<file path="src/sv/llsd_pkg.sv">
// ----------------------------------------------------------------------------
// llsd_pkg
// Shared types and constants of the least-loaded server dispatcher.
// ----------------------------------------------------------------------------
package llsd_pkg;

    // operation codes carried in tuser
    localparam logic [1:0] OP_LOAD     = 2'd0;
    localparam logic [1:0] OP_DISPATCH = 2'd1;
    localparam logic [1:0] OP_CLEAR    = 2'd2;

    // servers that the 4-bit server index can reach
    localparam int unsigned IDX_LIMIT = 16;

    typedef enum logic [2:0] {
        ST_IDLE,
        ST_SCAN,
        ST_LAST,
        ST_RATE,
        ST_MUL,
        ST_ADD,
        ST_WRITE,
        ST_DONE
    } t_state;

    // controls of the shared arithmetic unit
    typedef struct packed {
        logic mul_en;
        logic add_en;
    } t_alu_ctl;

endpackage

</file>
<file path="src/sv/least_loaded_server_dispatch.sv">
// ----------------------------------------------------------------------------
// least_loaded_server_dispatch
// Least-loaded list scheduler: picks the earliest-free server for each job.
// ----------------------------------------------------------------------------
// Each input transfer carries an operation in tuser: load a server rate
// (which also clears that server's finish time), dispatch a job, or clear all
// finish times and the makespan. One result transfer follows every input.
// A dispatch walks the finish-time RAM one entry per cycle over the n active
// servers (n = server_count clamped to 1..min(SERVERS,16)), keeping the
// lowest-index minimum, then reads the chosen rate, multiplies, adds with
// saturation and writes back. Loads, clears and the unused code go straight
// to the result state. The block takes one item at a time and accepts the
// next while the last result waits in the output register. Reset clears all
// rates and finish times at once through per-entry valid bits; no clearing
// pass is needed.
module least_loaded_server_dispatch
    import llsd_pkg::*;
#(
    parameter int SERVERS = 16
) (
    input  logic        i_clk,
    input  logic        i_rst_n,
    input  logic        i_cfg_we,
    input  logic [4:0]  i_cfg_data,
    input  logic        s_axis_tvalid,
    output logic        s_axis_tready,
    // [3:0] server_index, [11:4] service_rate, [19:12] item_count, [23:20] zero
    input  logic [23:0] s_axis_tdata,
    // [1:0] operation
    input  logic [1:0]  s_axis_tuser,
    output logic        m_axis_tvalid,
    input  logic        m_axis_tready,
    // [3:0] chosen_server, [35:4] finish_time, [67:36] makespan, [71:68] zero
    output logic [71:0] m_axis_tdata
);

    localparam int DEPTH = (SERVERS < IDX_LIMIT) ? SERVERS : IDX_LIMIT;
    localparam int AW    = (DEPTH > 1) ? $clog2(DEPTH) : 1;
    localparam int CW    = $clog2(DEPTH + 1);

    t_state r_state, n_state;

    logic [4:0]    r_server_count;
    logic [CW-1:0] r_n;
    logic [CW-1:0] r_cnt;
    logic [1:0]    r_op;
    logic [7:0]    r_items;
    logic          r_pend;
    logic [AW-1:0] r_pend_idx;
    logic          r_fval_q;
    logic          r_rval_q;
    logic [DEPTH-1:0] r_fvalid;
    logic [DEPTH-1:0] r_rvalid;
    logic [31:0]   r_best;
    logic [AW-1:0] r_chosen;
    logic [31:0]   r_fin;
    logic [31:0]   r_max;
    logic          r_out_valid;
    logic [71:0]   r_out_data;

    logic          accept;
    logic [1:0]    in_op;
    logic [3:0]    in_idx;
    logic [7:0]    in_rate;
    logic [7:0]    in_items;
    logic          load_hit;
    logic [4:0]    cnt_clamp;
    logic          last_issue;
    logic          out_load;
    logic          f_we;
    logic [AW-1:0] f_raddr;
    logic [31:0]   f_rdata;
    logic [31:0]   f_val;
    logic [AW-1:0] rt_raddr;
    logic [7:0]    rt_rdata;
    logic [7:0]    rt_val;
    logic          take;
    logic          alu_less;
    logic [31:0]   alu_sum;
    t_alu_ctl      alu_ctl;

    assign in_op    = s_axis_tuser;
    assign in_idx   = s_axis_tdata[3:0];
    assign in_rate  = s_axis_tdata[11:4];
    assign in_items = s_axis_tdata[19:12];
    assign accept   = s_axis_tvalid && s_axis_tready;
    assign load_hit = (32'(in_idx) < 32'(DEPTH));

    always_comb begin
        if (r_server_count == 5'd0) begin
            cnt_clamp = 5'd1;
        end else if (r_server_count > 5'(DEPTH)) begin
            cnt_clamp = 5'(DEPTH);
        end else begin
            cnt_clamp = r_server_count;
        end
    end

    assign last_issue = (r_cnt == r_n - CW'(1));
    assign out_load   = (r_state == ST_DONE) && (!r_out_valid || m_axis_tready);

    // next state
    always_comb begin
        n_state = r_state;
        case (r_state)
            ST_IDLE: begin
                if (accept) begin
                    n_state = (in_op == OP_DISPATCH) ? ST_SCAN : ST_DONE;
                end
            end
            ST_SCAN: begin
                if (last_issue) begin
                    n_state = ST_LAST;
                end
            end
            ST_LAST:  n_state = ST_RATE;
            ST_RATE:  n_state = ST_MUL;
            ST_MUL:   n_state = ST_ADD;
            ST_ADD:   n_state = ST_WRITE;
            ST_WRITE: n_state = ST_DONE;
            ST_DONE: begin
                if (out_load) begin
                    n_state = ST_IDLE;
                end
            end
            default:  n_state = ST_IDLE;
        endcase
    end

    // outputs of the sequencer
    always_comb begin
        s_axis_tready  = 1'b0;
        alu_ctl.mul_en = 1'b0;
        alu_ctl.add_en = 1'b0;
        f_we           = 1'b0;
        f_raddr        = r_chosen;
        case (r_state)
            ST_IDLE:  s_axis_tready  = 1'b1;
            ST_SCAN:  f_raddr        = r_cnt[AW-1:0];
            ST_MUL:   alu_ctl.mul_en = 1'b1;
            ST_ADD:   alu_ctl.add_en = 1'b1;
            ST_WRITE: f_we           = 1'b1;
            default: begin
            end
        endcase
    end

    assign rt_raddr = r_chosen;
    assign f_val    = r_fval_q ? f_rdata : 32'd0;
    assign rt_val   = r_rval_q ? rt_rdata : 8'd0;
    assign take     = r_pend && ((r_pend_idx == '0) || alu_less);

    llsd_ram #(
        .WIDTH (32),
        .DEPTH (DEPTH),
        .AW    (AW)
    ) u_finish_ram (
        .i_clk   (i_clk),
        .i_we    (f_we),
        .i_waddr (r_chosen),
        .i_wdata (alu_sum),
        .i_raddr (f_raddr),
        .o_rdata (f_rdata)
    );

    llsd_ram #(
        .WIDTH (8),
        .DEPTH (DEPTH),
        .AW    (AW)
    ) u_rate_ram (
        .i_clk   (i_clk),
        .i_we    (accept && (in_op == OP_LOAD) && load_hit),
        .i_waddr (in_idx[AW-1:0]),
        .i_wdata (in_rate),
        .i_raddr (rt_raddr),
        .o_rdata (rt_rdata)
    );

    llsd_alu u_alu (
        .i_clk   (i_clk),
        .i_ctl   (alu_ctl),
        .i_cmp_a (f_val),
        .i_cmp_b (r_best),
        .i_rate  (rt_val),
        .i_items (r_items),
        .i_base  (r_best),
        .o_less  (alu_less),
        .o_sum   (alu_sum)
    );

    // control state
    always_ff @(posedge i_clk) begin
        if (!i_rst_n) begin
            r_state        <= ST_IDLE;
            r_server_count <= 5'd1;
            r_fvalid       <= '0;
            r_rvalid       <= '0;
            r_max          <= 32'd0;
            r_out_valid    <= 1'b0;
            r_pend         <= 1'b0;
            r_cnt          <= '0;
        end else begin
            r_state <= n_state;
            r_pend  <= (r_state == ST_SCAN);
            if (i_cfg_we) begin
                r_server_count <= i_cfg_data;
            end
            if (r_state == ST_SCAN) begin
                r_cnt <= r_cnt + CW'(1);
            end else begin
                r_cnt <= '0;
            end
            if (accept && (in_op == OP_LOAD) && load_hit) begin
                r_rvalid[in_idx[AW-1:0]] <= 1'b1;
                r_fvalid[in_idx[AW-1:0]] <= 1'b0;
            end
            if (accept && (in_op == OP_CLEAR)) begin
                r_fvalid <= '0;
                r_max    <= 32'd0;
            end
            if (f_we) begin
                r_fvalid[r_chosen] <= 1'b1;
                if (alu_sum > r_max) begin
                    r_max <= alu_sum;
                end
            end
            if (out_load) begin
                r_out_valid <= 1'b1;
            end else if (m_axis_tready) begin
                r_out_valid <= 1'b0;
            end
        end
    end

    // payload
    always_ff @(posedge i_clk) begin
        r_fval_q   <= r_fvalid[f_raddr];
        r_rval_q   <= r_rvalid[rt_raddr];
        r_pend_idx <= r_cnt[AW-1:0];
        if (accept) begin
            r_op     <= in_op;
            r_items  <= in_items;
            r_n      <= CW'(cnt_clamp);
            r_chosen <= '0;
            r_fin    <= 32'd0;
        end
        if (take) begin
            r_best   <= f_val;
            r_chosen <= r_pend_idx;
        end
        if (f_we) begin
            r_fin <= alu_sum;
        end
        if (out_load) begin
            r_out_data <= {4'd0, r_max, r_fin,
                           (r_op == OP_DISPATCH) ? 4'(r_chosen) : 4'd0};
        end
    end

    assign m_axis_tvalid = r_out_valid;
    assign m_axis_tdata  = r_out_data;

endmodule

</file>
<file path="src/sv/llsd_ram.sv">
// ----------------------------------------------------------------------------
// llsd_ram
// Generic single-write, single-read RAM with registered read data.
// ----------------------------------------------------------------------------
module llsd_ram #(
    parameter int WIDTH = 8,
    parameter int DEPTH = 16,
    parameter int AW    = (DEPTH > 1) ? $clog2(DEPTH) : 1
) (
    input  logic             i_clk,
    input  logic             i_we,
    input  logic [AW-1:0]    i_waddr,
    input  logic [WIDTH-1:0] i_wdata,
    input  logic [AW-1:0]    i_raddr,
    output logic [WIDTH-1:0] o_rdata
);

    logic [WIDTH-1:0] r_mem [DEPTH];
    logic [WIDTH-1:0] r_rdata;

    always_ff @(posedge i_clk) begin
        if (i_we) begin
            r_mem[i_waddr] <= i_wdata;
        end
        r_rdata <= r_mem[i_raddr];
    end

    assign o_rdata = r_rdata;

endmodule

</file>
<file path="src/sv/llsd_alu.sv">
// ----------------------------------------------------------------------------
// llsd_alu
// Shared compare and multiply-add unit: finish-time compare during the scan,
// registered rate x items product, then a registered saturating add.
// ----------------------------------------------------------------------------
module llsd_alu
    import llsd_pkg::*;
(
    input  logic        i_clk,
    input  t_alu_ctl    i_ctl,
    input  logic [31:0] i_cmp_a,
    input  logic [31:0] i_cmp_b,
    input  logic [7:0]  i_rate,
    input  logic [7:0]  i_items,
    input  logic [31:0] i_base,
    output logic        o_less,
    output logic [31:0] o_sum
);

    logic [15:0] r_prod;
    logic [31:0] r_sum;
    logic [32:0] sum_wide;

    assign o_less   = (i_cmp_a < i_cmp_b);
    assign sum_wide = {1'b0, i_base} + {17'd0, r_prod};

    always_ff @(posedge i_clk) begin
        if (i_ctl.mul_en) begin
            r_prod <= 16'(i_rate) * 16'(i_items);
        end
        if (i_ctl.add_en) begin
            // hold at the top of the range on overflow
            r_sum <= sum_wide[32] ? 32'hFFFF_FFFF : sum_wide[31:0];
        end
    end

    assign o_sum = r_sum;

endmodule
</file>
<file path="config.mk">
export PLATFORM = sky130hd
export DESIGN_NAME = least_loaded_server_dispatch
export DESIGN_NICKNAME = d
export VERILOG_FILES = /design/src/sv/llsd_pkg.sv /design/src/sv/least_loaded_server_dispatch.sv /design/src/sv/llsd_ram.sv /design/src/sv/llsd_alu.sv
export SDC_FILE = /design/constraint.sdc
export NUM_CORES = 1
export LEC_CHECK = 0
export ABC_CLOCK_PERIOD_IN_PS = 6430
export CAP_MARGIN = 20
export CORE_ASPECT_RATIO = 1.25
export CORE_MARGIN = 2
export CORE_UTILIZATION = 55
export DETAILED_ROUTE_END_ITERATION = 8
export DONT_BUFFER_PORTS = 1
export GPL_ROUTABILITY_DRIVEN = 0
export PLACE_DENSITY = 0.72
export SYNTH_ARGS = -nofsm -noshare
export SYNTH_HDL_FRONTEND = slang
export SYNTH_HIERARCHICAL = 1
export SYNTH_SLANG_ARGS = --single-unit
</file>
<file path="constraint.sdc">
create_clock -name i_clk -period 6.43 [get_ports i_clk]
set_input_delay 0.3215 -clock i_clk [delete_from_list [all_inputs] [get_ports i_clk]]
set_output_delay 0.3215 -clock i_clk [all_outputs]
set_load 0.03 [all_outputs]
</file>
Word-level counts from Yosys, hierarchy flattened
Memories as Yosys holds them, arrays and structs flattened. A register that Yosys moved wholly into a read port is not among the register bits.
Index checks and enable logic that the tools add are counted.
- memory bits (writable): 640
- output and inout port bits: 74
- memories kept: 2
- bits in registers: 284
- memory list (memory ; depth ; width ; rd ports ; clocked after Yosys merged registers in ; write ports ; RTL line ; text):
    u_finish_ram.r_mem ; 16 ; 32 ; 1 ; 1 ; 1 ; llsd_ram.sv:18 ; logic [WIDTH-1:0] r_mem [DEPTH];
    u_rate_ram.r_mem ; 16 ; 8 ; 1 ; 1 ; 1 ; llsd_ram.sv:18 ;
- order comparisons: 8
- multiply operators: 1
- reductions and logical operators: 20
- equal/unequal tests: 14
- mux-type cells: 38
- add/sub/neg operators: 3
- bitwise gates (word level): 4
- operators by type and width (operator ; number):
    $mux W32 ; 6
    $mux W16 ; 4
    $add A32 B16 Y33 ; 1
    $gt A32 B32 Y1 ; 1
    $lt A32 B32 Y1 ; 1
    $or A16 B16 Y16 ; 2
    $pmux W3 S8 ; 1
    $and A16 B16 Y16 ; 1
    $mul A8 B8 Y16 ; 1
    $not A16 Y16 ; 1
    $lt A4 B5 Y1 const B ; 3
    $mux W1 ; 14
    $eq A3 B3 Y1 const B ; 4
    $mux W3 ; 4
    $mux W4 ; 3
    $bmux W1 S4 ; 2
    $demux W1 S4 ; 2
    $ge A4 B1 Y1 const B ; 2
    $mux W8 ; 1
    $logic_and A1 B1 Y1 ; 7
    $eq A3 B2 Y1 const B ; 2
    $ne A2 B2 Y1 const B ; 3
    $reduce_bool A2 Y1 ; 3
    $add A5 B1 Y5 const B ; 1
    16 further kinds ; 18

Longest topological paths before layout
- depth in word-level cells: 11
- depth in mapped cells: 18
- depth with buffers taken out: 18

Cells and area by module
Netlist, hierarchy kept.
- by module, submodules not included (module ; area an instance (µm²) ; cells each ; times used ; sequential area each (µm²)):
    llsd_ram at u_finish_ram ; 19835.3 ; 838 ; 1 ; 16015.4
    least_loaded_server_dispatch ; 9890.7 ; 788 ; 1 ; 6236.0
    llsd_alu ; 5539.1 ; 577 ; 1 ; 1441.4
    llsd_ram at u_rate_ram ; 5147.4 ; 229 ; 1 ; 4003.8

Least setup slack after synthesis
OpenSTA, ideal clock, no wires.
- path kind: register to register
- from: register r_rval_q
- to: register u_alu.r_prod[15] (data pin)
- data required time: 6.170 ns
- clock period less this slack: 4.594 ns
- path slack: 1.836 ns
- data arrival time: 4.334 ns
- cell stages (with the launch flop): 19
- setup time: 0.260 ns
- cell sequence: dfxtp_1 and2_1 and2_1 fa_1 inv_1 fa_1 inv_1 fa_1 inv_1 fa_1 inv_1 ha_1 o21a_1 o31a_1 o211ai_1 a21oi_1 a2111oi_4 a21oi_1 xnor2_1
- cells in the longest elaborated chain, start to end: 2
- ends and longest elaborated chain (what ; RTL line ; text):
    start, declared ; least_loaded_server_dispatch.sv:51 ; logic r_rval_q;
    start signal, assigned ; least_loaded_server_dispatch.sv:238 ; r_rval_q <= r_rvalid[rt_raddr];
    $mux W8 ; least_loaded_server_dispatch.sv:150 ; assign rt_val = r_rval_q ? rt_rdata : 8'd0;
    net rt_val[3] ; least_loaded_server_dispatch.sv:76 ; logic [7:0] rt_val;
    $mul A8 B8 Y16 ; llsd_alu.sv:29 ; r_prod <= 16'(i_rate) * 16'(i_items);
    end signal, assigned ; llsd_alu.sv:29 ;
    end, declared ; llsd_alu.sv:20 ; logic [15:0] r_prod;
The timed path passes the listed nets, and every way through them passes these cells.
A chain may end at the register's enable or synchronous reset.

Final worst setup path
Same ends and word-level chain as after synthesis.

==> flow_metrics.tcl <==
set metrics [dict create \
    dp_hpwl_microns 53600 \
    vias 21800 \
    worstMarginPinSlew_ns 1.13 \
    cts.clk_slew.worst_paths_ns 0.07 \
    synth-compound-area-share_pct 4.76 \
    grt_usage_pct 24.0 \
    cts_tree "built" \
    slowest_delay_ns 0.55 \
    finalWirelength_microns 90000 \
    slowest_stage "fa_1" \
    yosysMostFrequentCell "edfxtp_1" \
    ys_seq_elements 964 \
    fp.dieW_microns 246 \
    routedWlPerCell_microns 25.3 \
    final_cell_area_sq_um 45100 \
    grt_pass1_vias 22400 \
    synth_top_area_share_pct 62.3 \
    status "finished, final reports clean" \
    h-tree-depth 3 \
    grt_max_degree 108 \
    netlist_top_cells_area "edfxtp_1, mux4_2, dfxtp_1" \
    ir_worst_vdd_v 0.000312 \
    fin_hold_ws_ns 0.0272 \
    critPathTopFamily "adder cells" \
    synth_top_family_by_area "multiplexers" \
    cts_resized 0 \
    port-buffer-count 0 \
    rsz0062_at_grt "no" \
    crit_type "reg -> reg" \
    drv_cap 0 \
    netlist_instances 2432 \
    fin_crit_sh_pct 78.2 \
    synth_warnings 6 \
    areaGrowthSynthToFinish_pct 11.6 \
    die-area_sq_um 75700 \
    cts_made_buffers 91 \
    synth-xor-area-share_pct 0.607 \
    yosysSeqAreaShare_pct 68.5 \
    finalSetupTns_ns 0 \
    dr.pass1.iters 6 \
    whs_path_depth 3 \
    critPathMaxFanout 8 \
    avgSynthCellArea_sq_um 16.6 \
    synthArstFlopShare_pct 0 \
    crit_buf_inv 3 \
    powerDensity_nw_per_um2 317 \
    synth_edf_count 839 \
    io_pins 110 \
    total_leakage_power_nw 15.6 \
    ys.flop_type "edfxtp_1" \
    crit_top_cell "fa_1" \
    synth_area_sq_um 40400 \
    drc 0 \
    slew_viol_final 0 \
    routed.top_layer "met5" \
    setup_viol 0 \
    die_h_microns 307 \
    skew_ns 0.0573 \
    met1_length_microns 36100 \
    dr.first_iter.drc_count 1978 \
    viasPerCell 6.14 \
    num-nets-final 2703 \
    place_ws_ns 1.44 \
    grt_antenna_before_repair 5 \
    endpoint_kind "flip-flop" \
    hold_path.class "in -> reg" \
    cp.required_ns 6.78 \
    path_cells "and2_1 -> nand2_1 -> fa_1 -> fa_1 -> inv_1 -> fa_1 -> inv_1 -> fa_1 -> inv_1 -> ha_1 -> o21a_1 -> o31a_1 -> o211ai_1 -> a21oi_1 -> a2111oi_4 -> a21oi_1 -> xnor2_1" \
    wl_met3_microns 5470 \
    critPathLaunchType "flip-flop" \
    reg2reg_depth 17 \
    ys_types 84 \
    cts_setup_buffers 0 \
    gr-total-overflow 0 \
    finalWorstSetupSlack_ns 1.40 \
    clk_latency_ns 0.66 \
    core_sq_um 73100 \
    grt_pass1_wl_microns 135000 \
    hold_viol 0 \
    ant_nets 0 \
    slew_headroom_pct 24.3 \
    synthSimpleGateAreaFrac_pct 7.13 \
    placed_cell_area_sq_um 41600 \
    fin_crit_ns 5.03 \
    synth_mux_area_share_pct 10.8 \
    row_count 111 \
    wl_met2_microns 45700 \
    drive_above_1_share_pct 15.4 \
    critical_path_depth 17 \
    yosys.area.top_type "edfxtp_1" \
    initial_core_util_pct 55.3 \
    synthAdderAreaFrac_pct 5.52 \
    synth_commonest_cells "edfxtp_1, nand2_1, mux4_2, inv_1" \
    crit_arrival_ns 5.38 \
    cts.sinks 964 \
    cts-root-buf "clkbuf_16" \
    clockBufferDepth 3 \
    max_freq_mhz 199 \
]
[placed cells by master (no fill, tap or decap), types with 23 or more instances in the layout]
master | Yosys | layout
mux4_2 | 152 | 152
ha_1 | 119 | 119
nand2_1 | 155 | 154
inv_1 | 134 | 132
clkbuf_16 | 0 | 91
nand3_1 | 57 | 57
buf_4 | 16 | 44
and2_1 | 125 | 125
a22oi_1 | 80 | 80
edfxtp_1 | 839 | 839
fa_1 | 37 | 37
nor2_1 | 78 | 63
a21oi_1 | 52 | 52
dlygate4sd3_1 | 0 | 36
dfxtp_1 | 125 | 125
mux2i_1 | 52 | 52
o21a_1 | 24 | 23
[kinds of logic after synthesis]
kind of cell	Yosys count
flops	964
simple gates	553
compound gates	270
buf+inv	237
mux	223
fa+ha+maj	156
xor+xnor	28
other cells	1
[routing by layer]
metal  up-vias  GRT usage (%)
met5         -              0
met3       142           3.13
met1     11300           32.0
met4         2           8.42
met2       825           40.9
li1       9508              -
[final timing paths]
| check | start | endpoint | slack [ns] |
|---|---|---|---|
| max | r_rval_q | u_alu/r_prod[15] | 1.40 |
| min | s_axis_tdata[3] | r_rvalid[9] | 0.03 |
| max reg2reg | r_rval_q | u_alu/r_prod[15] | 1.40 |
| min reg2reg | r_fin[10] | m_axis_tdata[14] | 0.42 |
[cell type report]
class | count | area [sq um]
fillers | 5135 | 28000
multi-input cells | 1234 | 11800
clock inverters | 65 | 739
repair buffers | 85 | 766
clock buffers | 106 | 2360
flip-flops and latches | 964 | 27700
inverters | 135 | 517
well taps | 960 | 1200
diodes | 1 | 2.50
[what timing repair did]
item	in CTS	in global routing
endpoints found under the setup margin	0	0
endpoints found under the hold margin	219	1
hold buffers	35	2
[report_power, final]
group / total, mW / leakage, nW / switching, mW / internal [mW]
combinational: 1.53 / 5.39 / 0.874 / 0.654
sequential: 7.26 / 8.68 / 0.197 / 7.06
clock: 5.52 / 1.50 / 2.40 / 3.12
[worst reg2reg max path: cells and delay by family, from the launching register on]
kind / cells / cell delay (ns)
compound gates: 6 / 1.17
fa+ha+maj: 5 / 2.48
xor+xnor: 1 / 0.14
flops: 1 / 0.40
simple gates: 2 / 0.41
buf+inv: 3 / 0.14
[registers in the layout, indices dropped and copies added, names as in the netlist, 8 cells and up]
register	count
u_finish_ram/o_rdata	32
r_fvalid	16
u_rate_ram/o_rdata	8
r_items	8
r_best	32
u_alu/o_sum	32
u_finish_ram/r_mem	512
r_fin	32
u_rate_ram/r_mem	128
u_alu/r_prod	16
r_rvalid	16
m_axis_tdata	68
r_max	32
[per-stage QoR]
step | utilization, % | instances | power [mW]
global placement | 56.9 | 3338 | 8.84
global route | 61.7 | 3550 | 14.8
finish | 61.7 | 3550 | 14.3
floorplan | - | 2435 | 8.44
detailed placement | 56.9 | 3340 | 8.87
CTS | 61.7 | 3546 | 14.4
(Power assumes the default switching activity.)
